### src/hdl/u2rd_pkg.sv
// ----------------------------------------------------------------------------
// u2rd_pkg
// Shared types and constants for the unsigned to radix digits converter.
// ----------------------------------------------------------------------------
`default_nettype none

package u2rd_pkg;

   localparam int unsigned INPUT_BITS = 32;
   localparam int unsigned RADIX_BITS = 6;
   localparam int unsigned DIGIT_BITS = 6;
   localparam int unsigned CHAR_BITS  = 8;
   localparam int unsigned STEP_BITS  = 3;

   localparam logic [RADIX_BITS-1:0] RADIX_MIN = 6'd2;
   localparam logic [RADIX_BITS-1:0] RADIX_MAX = 6'd36;

   localparam logic [CHAR_BITS-1:0] CHAR_ZERO   = 8'h30;
   localparam logic [CHAR_BITS-1:0] CHAR_ALPHA  = 8'h41;
   localparam logic [CHAR_BITS-1:0] CHAR_ERROR  = 8'h00;
   localparam logic [DIGIT_BITS-1:0] DEC_DIGITS = 6'd10;

   typedef enum logic [2:0] {
      ST_IDLE,
      ST_PMUL,
      ST_PCHK,
      ST_DIV,
      ST_EMIT,
      ST_RMUL
   } state_type;

   function automatic logic [CHAR_BITS-1:0] digit_to_char(input logic [DIGIT_BITS-1:0] d);
      logic [CHAR_BITS-1:0] c;
      if (d < DEC_DIGITS) begin
         c = CHAR_ZERO + CHAR_BITS'(d);
      end else begin
         c = CHAR_ALPHA + CHAR_BITS'(d - DEC_DIGITS);
      end
      return c;
   endfunction

endpackage

`default_nettype wire

### src/hdl/u2rd_if.sv
// ----------------------------------------------------------------------------
// u2rd channel interfaces
// Valid/ready channels for conversion requests and digit responses.
// ----------------------------------------------------------------------------
`default_nettype none

interface u2rd_req_if;
   logic                                valid;
   logic                                ready;
   logic [u2rd_pkg::INPUT_BITS-1:0]     value;
   logic [u2rd_pkg::RADIX_BITS-1:0]     radix;

   modport source (output valid, output value, output radix, input ready);
   modport sink   (input valid, input value, input radix, output ready);
endinterface

interface u2rd_rsp_if;
   logic                                valid;
   logic                                ready;
   logic [u2rd_pkg::CHAR_BITS-1:0]      digit_char;
   logic                                last;
   logic                                bad_radix;

   modport source (output valid, output digit_char, output last, output bad_radix,
                   input ready);
   modport sink   (input valid, input digit_char, input last, input bad_radix,
                   output ready);
endinterface

`default_nettype wire

### src/hdl/unsigned_to_radix_digits.sv
// ----------------------------------------------------------------------------
// unsigned_to_radix_digits
// Converts an unsigned number to ASCII digits in radix 2..36, most
// significant digit first, with a last flag on the final character.
// ----------------------------------------------------------------------------
//  channel   direction  payload                          handshake
//  req_ch    in         value[31:0], radix[5:0]          valid/ready
//  rsp_ch    out        digit_char[7:0], last, bad_radix valid/ready
//
//  An item runs a power search, each step a multiply (one shared multiplier,
//  registered product) and a check, then per digit a restoring division on
//  one shared subtractor, a quotient bit per step, an output state and a
//  multiply of the remainder. A bad radix goes straight to the output state.
//  Synchronous reset returns the sequencer to idle. req_ch is not ready while
//  an item is at work; a stalled rsp_ch holds the sequencer in its output state.
// ----------------------------------------------------------------------------
`default_nettype none

module unsigned_to_radix_digits #(
   parameter int unsigned VALUE_BITS = 32
) (
   input  wire       clock,
   input  wire       reset,
   u2rd_req_if.sink   req_ch,
   u2rd_rsp_if.source rsp_ch
);

   localparam int unsigned WIDE_BITS = VALUE_BITS + u2rd_pkg::RADIX_BITS;
   localparam int unsigned CNT_BITS  = (VALUE_BITS > 1) ? $clog2(VALUE_BITS) : 1;
   localparam int unsigned EXT_BITS  = VALUE_BITS + u2rd_pkg::INPUT_BITS;

   u2rd_pkg::state_type state_ff, state_in;

   logic [VALUE_BITS-1:0]                 p_ff;
   logic [WIDE_BITS-1:0]                  rem_ff;
   logic [WIDE_BITS-1:0]                  prod_ff;
   logic [u2rd_pkg::RADIX_BITS-1:0]       radix_ff;
   logic [u2rd_pkg::DIGIT_BITS-1:0]       digit_ff;
   logic [u2rd_pkg::STEP_BITS-1:0]        step_ff;
   logic [CNT_BITS-1:0]                   cnt_ff;
   logic                                  bad_ff;

   logic                                  req_fire;
   logic                                  rsp_fire;
   logic                                  radix_ok;
   logic                                  last_digit;
   logic                                  div_done;
   logic                                  pow_fits;
   logic [EXT_BITS-1:0]                   value_ext;
   logic [VALUE_BITS-1:0]                 value_v;
   logic [VALUE_BITS-1:0]                 mult_a;
   logic [WIDE_BITS-1:0]                  product;
   logic [WIDE_BITS-1:0]                  divisor;
   logic [WIDE_BITS:0]                    trial;

   assign req_fire   = req_ch.valid && req_ch.ready;
   assign rsp_fire   = rsp_ch.valid && rsp_ch.ready;
   assign radix_ok   = req_ch.radix inside {[u2rd_pkg::RADIX_MIN:u2rd_pkg::RADIX_MAX]};
   assign last_digit = (cnt_ff == '0);
   assign div_done   = (step_ff == '0);
   assign pow_fits   = (prod_ff <= rem_ff);
   assign value_ext  = {{VALUE_BITS{1'b0}}, req_ch.value};
   assign value_v    = value_ext[VALUE_BITS-1:0];

   // shared multiplier: powers of the radix during search, remainder later
   assign mult_a  = (state_ff == u2rd_pkg::ST_RMUL) ? rem_ff[VALUE_BITS-1:0] : p_ff;
   assign product = WIDE_BITS'(mult_a) * WIDE_BITS'(radix_ff);

   // shared subtractor: one quotient bit per cycle
   assign divisor = WIDE_BITS'(p_ff) << step_ff;
   assign trial   = {1'b0, rem_ff} - {1'b0, divisor};

   always_comb begin
      state_in = state_ff;
      case (state_ff)
         u2rd_pkg::ST_IDLE: begin
            if (req_fire) begin
               state_in = radix_ok ? u2rd_pkg::ST_PMUL : u2rd_pkg::ST_EMIT;
            end
         end
         u2rd_pkg::ST_PMUL: state_in = u2rd_pkg::ST_PCHK;
         u2rd_pkg::ST_PCHK: state_in = pow_fits ? u2rd_pkg::ST_PMUL : u2rd_pkg::ST_DIV;
         u2rd_pkg::ST_DIV: begin
            if (div_done) begin
               state_in = u2rd_pkg::ST_EMIT;
            end
         end
         u2rd_pkg::ST_EMIT: begin
            if (rsp_fire) begin
               state_in = last_digit ? u2rd_pkg::ST_IDLE : u2rd_pkg::ST_RMUL;
            end
         end
         u2rd_pkg::ST_RMUL: state_in = u2rd_pkg::ST_DIV;
         default: state_in = u2rd_pkg::ST_IDLE;
      endcase
   end

   always_comb begin
      req_ch.ready      = (state_ff == u2rd_pkg::ST_IDLE);
      rsp_ch.valid      = (state_ff == u2rd_pkg::ST_EMIT);
      rsp_ch.last       = bad_ff || last_digit;
      rsp_ch.bad_radix  = bad_ff;
      rsp_ch.digit_char = bad_ff ? u2rd_pkg::CHAR_ERROR : u2rd_pkg::digit_to_char(digit_ff);
   end

   always_ff @(posedge clock) begin
      if (reset) begin
         state_ff <= u2rd_pkg::ST_IDLE;
      end else begin
         state_ff <= state_in;
      end
   end

   always_ff @(posedge clock) begin
      case (state_ff)
         u2rd_pkg::ST_IDLE: begin
            if (req_fire) begin
               radix_ff <= req_ch.radix;
               rem_ff   <= WIDE_BITS'(value_v);
               p_ff     <= VALUE_BITS'(1);
               cnt_ff   <= '0;
               digit_ff <= '0;
               bad_ff   <= !radix_ok;
            end
         end
         u2rd_pkg::ST_PMUL: begin
            prod_ff <= product;
         end
         u2rd_pkg::ST_PCHK: begin
            step_ff  <= u2rd_pkg::STEP_BITS'(u2rd_pkg::DIGIT_BITS - 1);
            digit_ff <= '0;
            if (pow_fits) begin
               p_ff   <= prod_ff[VALUE_BITS-1:0];
               cnt_ff <= cnt_ff + CNT_BITS'(1);
            end
         end
         u2rd_pkg::ST_DIV: begin
            if (!trial[WIDE_BITS]) begin
               rem_ff            <= trial[WIDE_BITS-1:0];
               digit_ff[step_ff] <= 1'b1;
            end
            step_ff <= step_ff - u2rd_pkg::STEP_BITS'(1);
         end
         u2rd_pkg::ST_EMIT: begin
            if (rsp_fire && !last_digit) begin
               cnt_ff <= cnt_ff - CNT_BITS'(1);
            end
         end
         u2rd_pkg::ST_RMUL: begin
            rem_ff   <= product;
            digit_ff <= '0;
            step_ff  <= u2rd_pkg::STEP_BITS'(u2rd_pkg::DIGIT_BITS - 1);
         end
         default: begin
            bad_ff <= bad_ff;
         end
      endcase
   end

   a_busy_after_accept: assert property (@(posedge clock) disable iff (reset)
      req_fire |=> !req_ch.ready)
      else $error("request channel ready while an item is at work");

   a_bad_is_last: assert property (@(posedge clock) disable iff (reset)
      (rsp_ch.valid && rsp_ch.bad_radix) |-> rsp_ch.last)
      else $error("bad radix response not marked last");

   a_digit_below_radix: assert property (@(posedge clock) disable iff (reset)
      (rsp_ch.valid && !rsp_ch.bad_radix) |-> (digit_ff < radix_ff))
      else $error("digit not below radix");

   a_idle_after_last: assert property (@(posedge clock) disable iff (reset)
      (rsp_fire && rsp_ch.last) |=> req_ch.ready)
      else $error("not idle after final character");

endmodule

`default_nettype wire
### src/flat_wrapper.sv
// flat-port wrapper written by rule: the top's interface ports become plain ports
module unsigned_to_radix_digits_flat 
#(
   parameter int unsigned VALUE_BITS = 32
)
  (clock, reset, req_ch_valid, req_ch_value, req_ch_radix, req_ch_ready, rsp_ch_valid, rsp_ch_digit_char, rsp_ch_last, rsp_ch_bad_radix, rsp_ch_ready);
  u2rd_req_if req_ch_i ();
  u2rd_rsp_if rsp_ch_i ();
  input  wire clock;
  input  wire reset;
  input wire logic [$bits(req_ch_i.valid)-1:0] req_ch_valid;
  input wire logic [$bits(req_ch_i.value)-1:0] req_ch_value;
  input wire logic [$bits(req_ch_i.radix)-1:0] req_ch_radix;
  output wire logic [$bits(req_ch_i.ready)-1:0] req_ch_ready;
  output wire logic [$bits(rsp_ch_i.valid)-1:0] rsp_ch_valid;
  output wire logic [$bits(rsp_ch_i.digit_char)-1:0] rsp_ch_digit_char;
  output wire logic [$bits(rsp_ch_i.last)-1:0] rsp_ch_last;
  output wire logic [$bits(rsp_ch_i.bad_radix)-1:0] rsp_ch_bad_radix;
  input wire logic [$bits(rsp_ch_i.ready)-1:0] rsp_ch_ready;
  assign req_ch_i.valid = req_ch_valid;
  assign req_ch_i.value = req_ch_value;
  assign req_ch_i.radix = req_ch_radix;
  assign req_ch_ready = req_ch_i.ready;
  assign rsp_ch_valid = rsp_ch_i.valid;
  assign rsp_ch_digit_char = rsp_ch_i.digit_char;
  assign rsp_ch_last = rsp_ch_i.last;
  assign rsp_ch_bad_radix = rsp_ch_i.bad_radix;
  assign rsp_ch_i.ready = rsp_ch_ready;
  unsigned_to_radix_digits #(.VALUE_BITS(VALUE_BITS)) u_core (.clock(clock), .reset(reset), .req_ch(req_ch_i), .rsp_ch(rsp_ch_i));
endmodule
### config.mk
export PLATFORM = sky130hd
export DESIGN_NAME = unsigned_to_radix_digits_flat
export DESIGN_NICKNAME = d
export VERILOG_FILES = /design/src/hdl/u2rd_pkg.sv /design/src/hdl/u2rd_if.sv /design/src/hdl/unsigned_to_radix_digits.sv /design/src/flat_wrapper.sv
export SDC_FILE = /design/constraint.sdc
export NUM_CORES = 1
export LEC_CHECK = 0
export ABC_CLOCK_PERIOD_IN_PS = 16200
export BUFFER_PORTS_ARGS = -buffer_cell sky130_fd_sc_hd__buf_2
export CAP_MARGIN = 20
export CELL_PAD_IN_SITES_DETAIL_PLACEMENT = 0
export CELL_PAD_IN_SITES_GLOBAL_PLACEMENT = 1
export CORE_MARGIN = 2
export CORE_UTILIZATION = 55
export CTS_BUF_LIST = sky130_fd_sc_hd__clkbuf_16
export CTS_CLUSTER_DIAMETER = 50
export DETAILED_ROUTE_END_ITERATION = 16
export PLACE_DENSITY = 0.87
export SLEW_MARGIN = 5
export SYNTH_ARGS = -nofsm -noshare
export SYNTH_HDL_FRONTEND = slang
export SYNTH_SLANG_ARGS = --single-unit
### constraint.sdc
create_clock -name clock -period 16.2 [get_ports clock]
set_input_delay 3.24 -clock clock [delete_from_list [all_inputs] [get_ports clock]]
set_output_delay 3.24 -clock clock [all_outputs]
set_load 0.02 [all_outputs]
* After elaboration in Yosys (flattened, before gate mapping)
Cells that the tools add are included.
Word-level totals: register bits 132, output and inout bits 12, input bits 42
Cells by class: add/subtract/negate cells 7, bitwise operators 1, equal/unequal tests 11, magnitude comparators 6, multiply operators 1, reductions and logical operators 23, shifts and indexed selects 1, multiplexer cells 26
Operators with widths (number):
- case mux 38 bit (3 select lines) | 1
- two-way mux 32 bit | 3
- two-way mux 38 bit | 2
- case mux 32 bit (2 select lines) | 1
- subtractor 38 x 38 -> 39 bit | 1
- less-or-equal comparator 38 bit | 1
- multiplier 32 x 6 -> 38 bit | 1
- left shift 32 x 3 -> 38 bit | 1
- case mux 3 bit (6 select lines) | 1
- case mux 6 bit (3 select lines) | 1
- two-way mux 8 bit | 2
- two-way mux 3 bit | 5
- two-way mux 5 bit | 3
- case mux 5 bit (3 select lines) | 1
- two-way mux 6 bit | 2
- AND reduction 3 bit | 4
- nonzero test 3 bit | 3
- adder 7 x 8 -> 8 bit, first input constant | 1
- != test 2 bit, second input constant | 4
- adder 6 x 6 -> 7 bit, first input constant | 1
- subtractor 6 x 4 -> 7 bit, second input constant | 1
- == test 3 x 2 -> 1 bit, second input constant | 2
- == test 3 bit, second input constant | 2
- >= comparator 6 x 2 -> 1 bit, second input constant | 1
- other kinds (23) | 31

* Depth between registers and ports, before layout
Gate-level depths: netlist (run 1).
depth in word-level cells 7, depth in mapped cells 23, mapped depth without buffers 20

* Worst setup path before layout (run 1)
Ideal clock, no wire load.
path type register to register, start register u_core.state_ff[1], end register u_core.rem_ff[31] (data pin), required time 15939 ps, period minus slack after synthesis 5793 ps, path buffers 4, cell stages (with the launch flop) 23, path slack 10407 ps, library setup time 261 ps, data arrival time 5532 ps, cells stage by stage dfxtp_1 clkbuf_1 nor2b_1 and2_1 buf_2 buf_2 mux2i_1 nor2b_1 fa_1 fa_1 inv_1 fa_1 inv_1 ha_1 buf_2 a2111oi_2 o21ai_0 a31oi_1 o221ai_2 a31oi_4 o31ai_1 xor2_1 a221o_1
Between the ends: longest elaborated chain between the ends 4, elaborated cells between the ends (all ways) 6
Ends and longest elaborated chain:
- from (decl) | RTL line unsigned_to_radix_digits.sv:32 | u2rd_pkg::state_type state_ff, state_in;
- from (signal assigned) | RTL line unsigned_to_radix_digits.sv:108 | state_ff <= u2rd_pkg::ST_IDLE;
- from (signal assigned) | RTL line unsigned_to_radix_digits.sv:110 | state_ff <= state_in;
- == test 3 bit | RTL line unsigned_to_radix_digits.sv:66 | assign mult_a = (state_ff == u2rd_pkg::ST_RMUL) ? rem_ff[VALUE_BITS-1:0] : p_ff;
- two-way mux 32 bit | RTL line unsigned_to_radix_digits.sv:66
- multiplier 32 x 6 -> 38 bit | RTL line unsigned_to_radix_digits.sv:67 | assign product = WIDE_BITS'(mult_a) * WIDE_BITS'(radix_ff);
- net u_core.product[31] | RTL line unsigned_to_radix_digits.sv:52 | logic [WIDE_BITS-1:0] product;
- case mux 38 bit (3 select lines) | RTL line unsigned_to_radix_digits.sv:115 | case (state_ff)
- to (signal assigned) | RTL line unsigned_to_radix_digits.sv:119 | rem_ff <= WIDE_BITS'(value_v);
- to (signal assigned) | RTL line unsigned_to_radix_digits.sv:139 | rem_ff <= trial[WIDE_BITS-1:0];
- to (signal assigned) | RTL line unsigned_to_radix_digits.sv:150 | rem_ff <= product;
- to (decl) | RTL line unsigned_to_radix_digits.sv:35 | logic [WIDE_BITS-1:0] rem_ff;
The timed path passes the listed nets, and every way through them passes these cells. A chain may end at the register's enable or synchronous reset.

* Worst setup path after layout (run 1)
start register u_core.state_ff[2], end register u_core.rem_ff[31] (data pin)
Same word-level chain as after synthesis.

==> run metrics, run 1 <==
worst slew pin tran 1140 ps; CP Class flip-flop to flip-flop; DRT iter0 DRCs ~1300; status finished, final reports clean; hold_buf cts 0; Design Area, Final about 0.017 mm²; TritonCTS Buffers 17; final wirelength roughly 44000 µm; largest net degree at the start of global routing 49; DR vias about 13000; setup bufs post-CTS 0; CP Max Fanout 48; I/O Buffers between 50 and 60; clock tree buffer depth 2; Sum Neg Setup Slack 0 ps; Total GRT Usage 29.3%; Ys Warns 0; worst r2r path cells 19; H-tree depth 4; Initial Util 55.9%; vias in the first global route ~13000; antenna cells 0; clk root buf clkbuf_16; FMAX around 140 MHz; Die Ht 175 µm; drt wl/cell between 20 and 25 µm; dpl hpwl approximately 34000 µm; Min-Delay Path Depth 2; # IOs 54; leading area contributor after synthesis edfxtp_1; gate count after technology mapping roughly 1700; Synth area leaders edfxtp_1, fa_1, ha_1; final hold vios 0; RSZ-0062 raised after global routing no; Mapped Nets slightly below 2000; register bit count reported by yosys 132; gpl congestion a little over 0.9; Clock Skews around 16 ps; setup violators final 0; CP Depth 19; critical path launch point type flip-flop; nets 2007; top-count cell post-synth inv_1; worst path bufs/invs 3; commonest cells in the netlist inv_1, nor2b_1, ha_1; post-synthesis cell type count 75; Avg Cell Area, Syn approximately 9.5 µm²; CP max stage cell mux2i_1; fraction of layout instances using a drive strength above 1 under 10%; Top delay family on crit path adder cells; first-pass GRT wire length between 70000 and 80000 µm; Hold WC Path Type flip-flop to flip-flop; Horiz. Die Dim ~180 µm; Die Footprint just over 0.03 mm²; placed cell areas about 0.017 mm²; MaxCap Viol Count 0; Post-synth EDFFs 129; Routed Antenna Nets 0; CP arrival around 7600 ps; core area 0.0288 mm²; post-CTS sizing 0; max incr delay on CP 670 ps; # DRC 0; Crit path top cell by count fa_1; routed vias/inst ~6.1; most used flip-flop cell after synthesis edfxtp_1; Reg clk slew, reported paths about 70 ps; Mapped Area around 0.016 mm²; post-synth top area share between 20% and 30%; crit end category flip-flop; P&R area growth vs syn 7.65%; row count 62; GR Overflow Total 0; Skew-Pair Late Insertion Delay between 400 and 500 ps; CTS tree yes; critical path, cell by cell nor2b_1 -> and2_4 -> buf_4 -> mux2i_1 -> nor2b_1 -> fa_1 -> fa_1 -> inv_1 -> fa_1 -> inv_1 -> ha_1 -> a2111oi_2 -> o21ai_0 -> a31oi_1 -> o221ai_2 -> a31oi_4 -> o31ai_1 -> xor2_1 -> a221o_1; Max Slew Vio Count 0; 1st-pass router iterations 5; Clock Sinks between 100 and 150; sequential fraction of the synthesis area roughly a quarter; crit path time final ~7400 ps; initial antenna violation count 0; fin crit share 45.7%; max_slew headroom 24.1%; worst path required time between 15000 and 20000 ps; Post-synth ARST share 0%
[path summary, 6_finish.rpt]
path	to	startpoint	slack, ps
worst min-delay path	u_core.p_ff[0]	u_core.prod_ff[0]	540
worst max register to register	u_core.rem_ff[31]	u_core.state_ff[2]	8790
worst min register to register	u_core.p_ff[0]	u_core.prod_ff[0]	540
worst max-delay path	u_core.rem_ff[31]	u_core.state_ff[2]	8790
[placed cells by master (no fill, tap or decap), types with 53 or more instances in the layout]
cell,Yosys,layout
nor2b_1,197,197
a21oi_1,99,99
mux2i_1,69,69
o21ai_0,68,68
fa_1,123,123
nor2_1,81,77
nand2_1,74,74
edfxtp_1,129,129
ha_1,131,131
inv_1,219,220
buf_2,9,53
[state kept, by name, summed over array words and instances, names as in the netlist]
register / flops
u_core.rsp_ch.bad_radix: 1
u_core.digit_ff: 6
u_core.state_ff: 3
u_core.prod_ff: 38
u_core.step_ff: 3
u_core.rem_ff: 38
u_core.radix_ff: 6
u_core.cnt_ff: 5
u_core.p_ff: 32
[kinds of logic after synthesis]
| group | after synthesis | share of synthesized area (%) |
|---|---|---|
| and+or+nand+nor | 504 | 17.1 |
| AOI/OAI and AO/OA | 337 | 14.0 |
| buffers and inverters | 290 | 6.84 |
| adders and majority gates | 254 | 25.5 |
| DFF | 132 | 24.4 |
| muxes | 95 | 7.86 |
| xor gates and xnor gates | 80 | 4.35 |
[tightest hold or removal path, cell delays in order (launching register included)]
cell and delay (ps):
edfxtp_1 330, inv_1 50, nand2_1 60
[final cells by class]
cell class,instances,area (µm²)
Clock buffer,17,425
Clock inverter,15,155
Fill cell,2463,11500
Inverter,220,826
Multi-Input combinational cell,1270,11100
Sequential cell,132,3930
Tap cell,384,480
Timing Repair Buffer,70,423
[metal layers]
layer  track usage, %  routed length [µm]  part of all wire [%]  vias to the layer above
li1                 -                   -                     -                     5915
met1             41.9               19400                    44                     6277
met2             45.7               19700                    45                      581
met3             4.96                3600                   8.2                       73
met4             9.24                1180                   2.7                        0
met5                0                   0                     0                        -
[metrics by stage]
| stage | worst slack, ps | hold slack (ps) | util [%] | std cells |
|---|---|---|---|---|
| 2_1_floorplan | 10410 | 488 | - | 1692 |
| 6_report | 8790 | 539 | 60.2 | 2108 |
| 4_1_cts | 8880 | 533 | 60.0 | 2104 |
| 3_5_place_dp | 8900 | 519 | 58.0 | 2072 |
| 3_3_place_gp | 9100 | 501 | 58.0 | 2072 |
| 5_1_grt | 8540 | 559 | 60.2 | 2108 |
Power of run 1 is left out: the tool's default activity adds up to more than one toggle a clock period on the data nets, which glitch-free logic cannot reach.
==> inputs of run 2 (changes only) <==
--- a/config.mk
+++ b/config.mk
@@ -5,17 +5,17 @@
 export SDC_FILE = /design/constraint.sdc
 export NUM_CORES = 1
 export LEC_CHECK = 0
-export ABC_CLOCK_PERIOD_IN_PS = 16200
+export ABC_CLOCK_PERIOD_IN_PS = 7700
 export BUFFER_PORTS_ARGS = -buffer_cell sky130_fd_sc_hd__buf_2
 export CAP_MARGIN = 20
 export CELL_PAD_IN_SITES_DETAIL_PLACEMENT = 0
 export CELL_PAD_IN_SITES_GLOBAL_PLACEMENT = 1
 export CORE_MARGIN = 2
-export CORE_UTILIZATION = 55
+export CORE_UTILIZATION = 51
 export CTS_BUF_LIST = sky130_fd_sc_hd__clkbuf_16
 export CTS_CLUSTER_DIAMETER = 50
 export DETAILED_ROUTE_END_ITERATION = 16
-export PLACE_DENSITY = 0.87
+export PLACE_DENSITY = 0.82
 export SLEW_MARGIN = 5
 export SYNTH_ARGS = -nofsm -noshare
 export SYNTH_HDL_FRONTEND = slang
==> constraint.sdc (replaced) <==
create_clock -name clock -period 7.7 [get_ports clock]
set_input_delay 1.54 -clock clock [delete_from_list [all_inputs] [get_ports clock]]
set_output_delay 1.54 -clock clock [all_outputs]
set_load 0.02 [all_outputs]
==> run 2 against run 1 <==
  * Via count fell by 0.65%
  * Non-clock buffer count increased by 3
  * Wire length down 1.4%
  * Critical path type unchanged
  * Critical endpoint unchanged
  * Highest routed layer unchanged
==> run metrics, run 2 (synthesis results as in run 1) <==
crit end category flip-flop; setup bufs post-CTS 0; fraction of layout instances using a drive strength above 1 roughly 9%; area occupied by multi-input gates around 0.011 mm²; worst path required time 7880 ps; max_slew headroom around a quarter; max incr delay on CP 600 ps; core area around 0.031 mm²; DRT iter0 DRCs approximately 1100; MaxCap Viol Count 0; Initial Util 51.4%; clk root buf clkbuf_16; Seq. cell area 0.00393 mm²; FMAX roughly 140 MHz; H-tree depth 4; Total GRT Usage 27.1%; routed vias/inst 5.99; dpl hpwl 33500 µm; CP Max Fanout 31; antenna cells 0; hold_buf cts 0; I/O Buffers 53; Horiz. Die Dim approximately 180 µm; top flop regs u_core.prod_ff x38, u_core.rem_ff x38, u_core.p_ff x32; setup slack, reg-to-reg 680 ps; DR vias around 13000; initial antenna violation count 0; post-layout util a little under three fifths; Crit path top cell by count fa_1; critical path, cell by cell nor2b_1 -> and2_4 -> buf_12 -> mux2i_1 -> nor2b_1 -> fa_1 -> fa_1 -> inv_1 -> fa_1 -> inv_1 -> ha_1 -> a2111oi_2 -> o21ai_0 -> a31oi_1 -> o221ai_2 -> a31oi_4 -> o31ai_1 -> xor2_1 -> a221o_1; row count 65; final setup margin just under 700 ps; status finished, final reports clean; nets approximately 2000; Routed Antenna Nets 0; worst slew pin tran 1110 ps; Post-Place Cells 2093; Max Slew Vio Count 0; Place WS between 700 and 800 ps; P&R area growth vs syn 8.25%; crit path time final 7020 ps; post-CTS sizing 0; Top Layer Used met4; Skew-Pair Late Insertion Delay 440 ps; # fillers between 2000 and 3000; clock tree buffer depth 2; first-pass GRT wire length 69700 µm; setup violators final 0; post-route insts no fill around 2100; Die Footprint roughly 0.033 mm²; CP max stage cell mux2i_1; drt wl/cell 20.3 µm; final wirelength around 43000 µm; CTS tree yes; TritonCTS Buffers 17; GR Overflow Total 0; met2 wire length 19600 µm; vias in the first global route 12700; Met3 Routed Length 2820 µm; most common cell after layout, fill and taps aside inv_1; Clock Skews 11.5 ps; critical path launch point type flip-flop; CP Class flip-flop to flip-flop; commonest cells after routing, fill and taps aside inv_1, nor2b_1, ha_1, edfxtp_1, fa_1; largest net degree at the start of global routing 44; Reg clk slew, reported paths 60 ps; Sum Neg Setup Slack 0 ps; CP arrival slightly above 7000 ps; Clock Sinks around 130; final hold vios 0; RSZ-0062 raised after global routing no; 1st-pass router iterations 5; # IOs 54; met1 wire length approximately 20000 µm; Die Ht ~180 µm; Hold WC Path Type flip-flop to flip-flop; gpl congestion ~0.94; fin crit share approximately nine tenths; # DRC 0
-- run 2: worst max-delay path: cells and delay by family, from the launching register on --
kind,cells,cell delay (ps)
AO/OA/AOI/OAI,7,1920
XOR/XNOR,1,190
adder cells (fa/ha/maj),4,2030
buffers and inverters,3,340
flip-flops,1,590
multiplexers,1,600
AND/OR/NAND/NOR,3,1050
-- run 2: metal layers --
| metal | GRT usage [%] | vias to the layer above |
|---|---|---|
| met4 | 5.79 | 0 |
| met3 | 3.63 | 46 |
| met5 | 0 | - |
| li1 | - | 5917 |
| met2 | 42.9 | 433 |
| met1 | 39.9 | 6366 |
-- run 2: area by class of cell --
class	count	share of cell area, %
Inverter	220	4.74
Sequential cell	132	22.6
Multi-Input combinational cell	1270	63.6
Timing Repair Buffer	73	3.03
Tap cell	402	2.89
Clock inverter	15	0.718
Clock buffer	17	2.44
-- run 2: through the flow --
stage,hold WS (ps),area (µm²)
CTS,525,17300
detailed placement,507,16800
global route,559,17400
floorplan,488,16100
global placement,503,16800
finish,527,17400
-- run 2: final timing paths --
kind / from / endpoint / cells past startpoint
worst max-delay path: u_core.state_ff[2] / u_core.rem_ff[31] / 19
worst min-delay path: u_core.prod_ff[0] / u_core.p_ff[0] / 2
worst max register to register: u_core.state_ff[2] / u_core.rem_ff[31] / 19
worst min register to register: u_core.prod_ff[0] / u_core.p_ff[0] / 2
Power of run 2 is left out for the same reason.
